### src/rtl/sawf_pkg.sv
// ----------------------------------------------------------------------------
// sawf_pkg
// Types, constants and fixed-point helpers shared by the segmented ARMA
// whitening filter and its checker.
// ----------------------------------------------------------------------------
package sawf_pkg;

    localparam int SAMPLE_W   = 16;
    localparam int INNOV_W    = 20;
    localparam int COLIN_W    = 6;
    localparam int COEF_W     = 16;
    localparam int COEF_LANES = 4;
    localparam int ORDER_W    = 3;
    localparam int GAIN_W     = 16;
    localparam int CNT_W      = 3;
    localparam int MUL_A_W    = COEF_W + 1;
    localparam int MUL_B_W    = INNOV_W;
    localparam int PROD_W     = MUL_A_W + MUL_B_W;
    localparam int ACC_W      = 26;
    localparam int CFG_IDX_W  = 3;
    localparam int CFG_DATA_W = COEF_W * COEF_LANES;
    localparam int COL_ENTRIES = 1 << COLIN_W;

    localparam logic [CNT_W-1:0] HIST_MAX = 3'd4;

    localparam logic signed [ACC_W-1:0] ACC_INNOV_MAX = 26'sd524287;
    localparam logic signed [ACC_W-1:0] ACC_INNOV_MIN = -26'sd524288;
    localparam logic signed [INNOV_W-1:0] INNOV_MAX = 20'sh7FFFF;
    localparam logic signed [INNOV_W-1:0] INNOV_MIN = 20'sh80000;

    localparam logic [GAIN_W-1:0] GAIN_ONE = 16'h8000;

    // configuration register indexes
    localparam logic [CFG_IDX_W-1:0] CFG_AR_COEF    = 3'd0;
    localparam logic [CFG_IDX_W-1:0] CFG_MA_COEF    = 3'd1;
    localparam logic [CFG_IDX_W-1:0] CFG_AR_ORDER   = 3'd2;
    localparam logic [CFG_IDX_W-1:0] CFG_MA_ORDER   = 3'd3;
    localparam logic [CFG_IDX_W-1:0] CFG_EXACT      = 3'd4;
    localparam logic [CFG_IDX_W-1:0] CFG_FIRST_GAIN = 3'd5;

    typedef struct packed {
        logic signed [SAMPLE_W-1:0] sample;
        logic [COLIN_W-1:0]         in_column;
        logic                       segment_start;
    } in_word_t;

    typedef struct packed {
        logic signed [INNOV_W-1:0] innovation;
        logic [COLIN_W-1:0]        out_column;
        logic                      saturated;
    } out_word_t;

    typedef enum logic [3:0] {
        ST_CLEAR,
        ST_IDLE,
        ST_MAC,
        ST_DRAIN,
        ST_SAT,
        ST_SCL_MUL,
        ST_SCL_RND,
        ST_SCL_SAT,
        ST_DONE
    } state_t;

    typedef enum logic [1:0] {
        MAC_HOLD,
        MAC_LOAD,
        MAC_SUB,
        MAC_SCALE
    } mac_op_t;

    typedef struct packed {
        logic    mul_en;
        mac_op_t op;
    } mac_ctrl_t;

    // round a product to nearest, ties away from zero, by 2^14 or 2^15
    function automatic logic signed [ACC_W-1:0] round_prod(
        input logic signed [PROD_W-1:0] p,
        input logic                     by15
    );
        logic [PROD_W-1:0] mag;
        logic [PROD_W-1:0] sum;
        logic [PROD_W-1:0] shr;
        logic [ACC_W-1:0]  r;
        mag = p[PROD_W-1] ? PROD_W'(-p) : PROD_W'(p);
        sum = by15 ? mag + PROD_W'(1 << 14) : mag + PROD_W'(1 << 13);
        shr = by15 ? (sum >> 15) : (sum >> 14);
        r   = shr[ACC_W-1:0];
        return p[PROD_W-1] ? -$signed(r) : $signed(r);
    endfunction

    function automatic logic signed [INNOV_W-1:0] clip_innov(
        input logic signed [ACC_W-1:0] v
    );
        logic signed [INNOV_W-1:0] r;
        if (v > ACC_INNOV_MAX)
            r = INNOV_MAX;
        else if (v < ACC_INNOV_MIN)
            r = INNOV_MIN;
        else
            r = v[INNOV_W-1:0];
        return r;
    endfunction

    function automatic logic over_innov(input logic signed [ACC_W-1:0] v);
        return (v > ACC_INNOV_MAX) || (v < ACC_INNOV_MIN);
    endfunction

endpackage

### src/rtl/sawf_mac.sv
// ----------------------------------------------------------------------------
// sawf_mac
// Shared multiply, round and accumulate unit: one registered product, then a
// rounded subtract, rounded load or plain initial load into the accumulator.
// ----------------------------------------------------------------------------
module sawf_mac (
    input  logic                                  clk,
    input  sawf_pkg::mac_ctrl_t                   ctrl,
    input  logic signed [sawf_pkg::MUL_A_W-1:0]   op_a,
    input  logic signed [sawf_pkg::MUL_B_W-1:0]   op_b,
    input  logic signed [sawf_pkg::ACC_W-1:0]     init_val,
    output logic signed [sawf_pkg::ACC_W-1:0]     acc
);
    import sawf_pkg::*;

    logic signed [PROD_W-1:0] prod;
    logic signed [PROD_W-1:0] prod_reg;
    logic signed [ACC_W-1:0]  acc_reg;
    logic signed [ACC_W-1:0]  acc_next;

    assign prod = op_a * op_b;

    always_comb
    begin
        case (ctrl.op)
            MAC_LOAD:  acc_next = init_val;
            MAC_SUB:   acc_next = acc_reg - round_prod(prod_reg, 1'b0);
            MAC_SCALE: acc_next = round_prod(prod_reg, 1'b1);
            default:   acc_next = acc_reg;
        endcase
    end

    // inactive taps feed a zero product so the subtract is a no-op
    always_ff @(posedge clk)
    begin
        prod_reg <= ctrl.mul_en ? prod : '0;
        acc_reg  <= acc_next;
    end

    assign acc = acc_reg;

endmodule

### config.mk
export PLATFORM = sky130hd
export DESIGN_NAME = sawf_mac
export DESIGN_NICKNAME = d
export VERILOG_FILES = /design/src/rtl/sawf_pkg.sv /design/src/rtl/sawf_mac.sv
export SDC_FILE = /design/constraint.sdc
export NUM_CORES = 1
export LEC_CHECK = 0
export ABC_AREA = 1
export BUFFER_PORTS_ARGS = -buffer_cell sky130_fd_sc_hd__buf_2
export CORE_ASPECT_RATIO = 0.6
export CORE_MARGIN = 2
export CORE_UTILIZATION = 55
export DETAILED_ROUTE_END_ITERATION = 7
export GPL_TIMING_DRIVEN = 0
export PLACE_DENSITY = 0.86
export SLEW_MARGIN = 20
export SYNTH_ARGS = -nofsm -noshare
export SYNTH_HDL_FRONTEND = slang
export SYNTH_SLANG_ARGS = --single-unit
### constraint.sdc
create_clock -name clk -period 6.35 [get_ports clk]
set_input_delay 1.27 -clock clk [delete_from_list [all_inputs] [get_ports clk]]
set_output_delay 1.27 -clock clk [all_outputs]
set_load 0.005 [all_outputs]
==> flow_summary.ini, run 1 <==
[outcome]
outcome = complete, but fails checks
violations = DRC, setup timing

[clock_tree]
cts_buffers = 9
cts_buffer_depth = 2
path_clk_slew_ns = 0.05
htreeDepth = 3
cts_sinks = 63
insertion_delay_ns = 0.37
cts-root-buf = clkbuf_16
cts_tree = built
ctsHoldBuffers = 0

[cells_and_area]
stdcell_area_mm2 = 0.0226
nets = 3297
drive_gt1_share_pct = 18.1
nFillCells = 2862
regArea_mm2 = 0.00152
final_common_cell = nand2_1
multiInputGateArea_mm2 = 0.0162
largest_register_ffs = 37
syn_to_final_growth_pct = 15.6
most-common-layout-cells = 670 x nand2_1, 561 x inv_1, 322 x fa_1

[sta]
hold_viol = 0
rsz0062_at_grt = true
finalSetupViolCount = 3
slew_viol_final = 0
fin_crit_sh_pct = 101
fin_tns_setup_ns = -0.125
layout_min_cycle_time_ns = 6.41
finClkSkew_ns = 0.0117
fmax_mhz = 156
relSlewSlack_pct = 33.5
worst_slew_pin_slew_ns = 0.990
fin_ws_ns = -0.0577

[detailed_routing]
antenna_left = 0
drc = 1
wl_per_cell_um = 19.6
routed_wl_um = 63500
drt_pass1_iterations = 8
vias = 18400
vias_per_cell = 5.68
first_iter_violations = 1947

[synthesis]
yosysUniqueCellTypes = 50
syn_area_mm2 = 0.0195
synthMuxAreaShare_pct = 0
netlist_instances = 2654
synthAdderAreaFrac_pct = 42.7
ys_async_sr_fraction_pct = 0
synth.avg_cell_area_um2 = 7.36
yosysWarnings = 0
synth_top_family_by_area = adder cells
synth-seq-cells = 63
yosys.area_share.simple_pct = 26.5
synth-edff-count = 26
synth_compound_area_share_pct = 7.41
ys.flop_type = dfxtp_1
synthesis.nets = 3183
synthXorXnorAreaFrac_pct = 1.97
ys_seq_area_share_pct = 7.79

[grt]
grt_pass1_vias = 18400
grt_overflow = 0
antenna_found_initial = 2
grtUsageTotal_pct = 35.0
grt_max_degree = 27
grt_pass1_wl_um = 98200

[floorplan]
core_area_mm2 = 0.0350
io_pins = 93
die_h_um = 150
start_util_pct = 55.8
die_area_mm2 = 0.0371
die_w_um = 247
fp-row-count = 53

[critical_path]
cp_common_cell = fa_1
crit_family = adder cells
path_buf_inv = 8
cp-end-kind = flop
cp.arrival_ns = 6.69
path_max_fanout = 8
max_stage_delay_ns = 0.55
worstPathCellList = clkbuf_16 > clkbuf_16 > nand2_4 > fa_1 > inv_2 > fa_1 > inv_1 > fa_1 > inv_1 > fa_1 > inv_2 > fa_1 > inv_1 > fa_1 > ha_4 > a21oi_4 > buf_4 > o211ai_1 > a21oi_2 > o21ai_4 > a21oi_4 > o21bai_2 > o21ai_1 > a21oi_1
crit_required_ns = 6.64
cp_slowest_cell = fa_1
startpoint_type = primary input
crit_type = in -> reg

[run]
drv_cap = 0

[place]
place.gp.congestion = 1.02
io_buffers = 56
placed_area_mm2 = 0.0208
dp_hpwl_um = 51800

[min_path]
min-delay-path-class = reg -> reg
metal layers:
metal,share of wire [%],vias to the layer above,track usage (%)
met5,0.11,-,0
met3,16,135,15.5
met4,2.1,2,7.87
met2,40,1086,47.8
li1,-,8252,-
met1,42,8948,50.7
stage by stage:
stage	std cells	worst slack (ns)	util (%)	hold WS, ns
floorplan	2654	-0.00486	-	0.725
global placement	3177	-0.954	59.3	0.803
detailed placement	3177	-1.10	59.3	0.815
CTS	3211	-0.00209	62.2	0.826
global route	3241	-0.200	64.5	0.897
finish	3241	-0.0577	64.5	0.845
layout make-up:
type | count | area share (%)
tap | 467 | 2.59
sequential | 63 | 6.74
buffer | 97 | 4.60
clock inverter | 6 | 0.200
clock buffer | 10 | 1.06
multi-input combinational | 1897 | 71.8
inverter | 597 | 9.98
timing repair buffer | 103 | 3.03
antenna | 1 | 0.0111
cells by family after synthesis:
family	Yosys count
simple gates	1131
buf+inv	694
fa+ha+maj	462
compound gates	260
flops	63
xor+xnor	44
worst paths after layout:
kind	from	end	slack [ns]	cells after the start
max	op_b[9]	prod_reg[33]$_SDFF_PN0_	-0.06	24
min	acc[4]$_DFFE_PP_	acc[4]$_DFFE_PP_	0.84	3
max reg2reg	prod_reg[13]$_SDFF_PN0_	acc[23]$_DFFE_PP_	0.28	33
min reg2reg	acc[4]$_DFFE_PP_	acc[4]$_DFFE_PP_	0.84	3
what timing repair did:
item / in CTS / in global routing
resized for setup: 129 / 195
cloned: 1 / 0
setup endpoints to repair: 18 / 19
pin swaps: 38 / 107
setup buffers: 17 / 30
cells in the mapped netlist, types with 3 or more instances:
master / instances / area share, %
nand2_1: 694 / 13
inv_1: 583 / 11
fa_1: 342 / 35
nand3_1: 128 / 3.3
ha_1: 120 / 7.7
nor2_1: 116 / 2.2
a21oi_1: 113 / 2.9
clkbuf_1: 85 / 1.6
o21ai_0: 83 / 2.1
dfxtp_1: 37 / 3.8
nand2_2: 37 / 1.2
nand4_1: 36 / 1.2
xor2_1: 29 / 1.3
edfxtp_1: 26 / 4.0
or2_2: 22 / 0.70
nor2_4: 20 / 1.2
nor2_2: 19 / 0.61
o21a_1: 16 / 0.62
xnor2_1: 15 / 0.67
nand2_4: 14 / 0.81
nor3_1: 13 / 0.33
inv_2: 11 / 0.21
nand3_2: 11 / 0.56
o21ai_1: 11 / 0.28
nand3b_1: 10 / 0.38
o211ai_1: 10 / 0.38
a21boi_0: 6 / 0.23
nor2_8: 5 / 0.51
buf_4: 4 / 0.15
a21o_1: 3 / 0.12
a221oi_1: 3 / 0.13
buf_1: 3 / 0.058
buf_6: 3 / 0.17
o221ai_1: 3 / 0.13
worst register-to-register path: cells and delay by family (launching register included):
kind | cells | cell delay, ns
AOI/OAI and AO/OA | 8 | 1.70
xor gates and xnor gates | 1 | 0.20
adders and majority gates | 3 | 0.87
buffers and inverters | 2 | 0.26
DFF | 1 | 0.33
and+or+nand+nor | 19 | 2.43
Power of run 1 is not shown: default switching activity piles up to over one toggle a cycle in this logic, so the estimate is an artifact.
==> run 2: changes to the inputs <==
--- a/config.mk
+++ b/config.mk
@@ -9,11 +9,12 @@
 export BUFFER_PORTS_ARGS = -buffer_cell sky130_fd_sc_hd__buf_2
 export CORE_ASPECT_RATIO = 0.6
 export CORE_MARGIN = 2
-export CORE_UTILIZATION = 55
+export CORE_UTILIZATION = 59
 export DETAILED_ROUTE_END_ITERATION = 7
 export GPL_TIMING_DRIVEN = 0
-export PLACE_DENSITY = 0.86
+export PLACE_DENSITY = 0.91
 export SLEW_MARGIN = 20
 export SYNTH_ARGS = -nofsm -noshare
 export SYNTH_HDL_FRONTEND = slang
 export SYNTH_SLANG_ARGS = --single-unit
+export TNS_END_PERCENT = 5
==> run 2 against run 1 <==
Effect of this change: the flow finishes with violations (setup timing); sequential share of layout area up 0.11 points; clock-buffer cell count is the same; final cell count shrank 1.5%; flip-flop and latch count unchanged; first-iteration DRC count up 30%; non-clock buffer count shrank 5; setup slack lost 0.084 ns; die area decreased by 6.6%; worst hold slack got worse by 0.015 ns; critical path depth fell by 5; cell area is 1.6% lower; critical path type unchanged; critical endpoint is now prod_reg[36]$_SDFF_PN0_; largest cell class unchanged; highest routed layer unchanged.
==> flow_summary.ini, run 2 (same netlist as run 1, synthesis figures left out) <==
[grt]
grt_overflow = 0
grt_max_degree = 27
grtUsageTotal_pct = 40.4
antenna_found_initial = 0
grt_pass1_vias = 18100
grt_pass1_wl_um = 104000

[clock_tree]
ctsHoldBuffers = 0
cts_buffers = 9
htreeDepth = 3
insertion_delay_ns = 0.37
cts_tree = built
path_clk_slew_ns = 0.07
cts-root-buf = clkbuf_16
cts_sinks = 63
cts_buffer_depth = 2

[critical_path]
cp-startpoint = op_b[19]
startpoint_type = primary input
cp.arrival_ns = 6.71
timing.rr.start = prod_reg[4]$_SDFF_PN0_
cp-end-kind = flop
path_max_fanout = 10
crit_type = in -> reg
crit_required_ns = 6.57

[floorplan]
start_util_pct = 60.1
fp-row-count = 51
die_area_mm2 = 0.0346
io_pins = 93
core_area_mm2 = 0.0325
die_h_um = 145
die_w_um = 239

[detailed_routing]
vias = 18700
wl_per_cell_um = 21.6
drc = 0
drt_pass1_iterations = 8
antenna_left = 0
first_iter_violations = 2525
vias_per_cell = 5.86
routed_wl_um = 68900

[cells_and_area]
nets = 3292
regArea_mm2 = 0.00152
most-common-layout-cells = 677 x nand2_1, 574 x inv_1, 321 x fa_1
syn_to_final_growth_pct = 13.8
largest_register_ffs = 37
multiInputGateArea_mm2 = 0.0160
stdcell_area_mm2 = 0.0222
final_common_cell = nand2_1
nFillCells = 2619
drive_gt1_share_pct = 16.7
final_core_util_pct = 68.4
diodes = 0

[sta]
fin_crit_sh_pct = 102
finalSetupViolCount = 11
fin_ws_ns = -0.141
relSlewSlack_pct = 22.5
worst_slew_pin_slew_ns = 1.15
finClkSkew_ns = 0.00971
fin_tns_setup_ns = -0.755
fmax_mhz = 154
hold_viol = 0
rsz0062_at_grt = true
layout_min_cycle_time_ns = 6.49
slew_viol_final = 0

[outcome]
outcome = complete, but fails checks
violations = setup timing

[min_path]
min-delay-path-class = reg -> reg
worst_hold_startpoint = acc[25]$_DFFE_PP_

[place]
placed_area_mm2 = 0.0207
dp_hpwl_um = 57200
dp_slack_ns = -1.15
io_buffers = 56
place.gp.congestion = 1.02

[run]
drv_cap = 0
==> run 2: timing repair <==
action / 4_1_cts / 5_1_grt
setup buffers: 21 / 20
cloned: 1 / 0
pin swaps: 45 / 62
gates resized for setup: 150 / 91
endpoints found under the setup margin: 19 / 23
==> run 2: per-stage QoR <==
step,instances,hold WS [ns]
global placement,3134,0.777
detailed placement,3134,0.821
finish,3192,0.829
global route,3192,0.880
floorplan,2654,0.725
CTS,3172,0.831
==> run 2: area by class of cell <==
class	count	share of cell area (%)
multi-input combinational	1897	72.1
inverter	597	10.1
sequential	63	6.85
buffer	97	4.46
timing repair buffer	98	2.75
tap	424	2.39
clock buffer	10	1.13
clock inverter	6	0.197
==> run 2: routing by layer <==
metal,track usage (%),share of wire (%),vias to the layer above
met5,0,0.038,-
li1,-,-,8246
met3,20.9,18,106
met1,61.9,43,9029
met2,49.9,37,1309
met4,7.47,1.6,2
==> run 2: critical path, stage by stage <==
cell,delay (ns)
clkbuf_4,0.17
clkbuf_8,0.18
nand2_1,0.09
inv_1,0.11
fa_2,0.63
fa_2,0.49
buf_12,0.17
fa_1,0.50
fa_1,0.53
fa_1,0.53
fa_1,0.56
ha_2,0.32
nand2_4,0.13
o21ai_2,0.12
a221oi_2,0.40
o21ai_1,0.15
a21oi_2,0.14
xor2_1,0.16
nor2_1,0.05
==> run 2: path summary, 6_finish.rpt <==
check	to	slack, ns	cells after the start
max	prod_reg[36]$_SDFF_PN0_	-0.14	19
min	acc[25]$_DFFE_PP_	0.83	4
max reg2reg	acc[23]$_DFFE_PP_	0.41	31
min reg2reg	acc[25]$_DFFE_PP_	0.83	4
Power of run 2 is left out for the same reason.
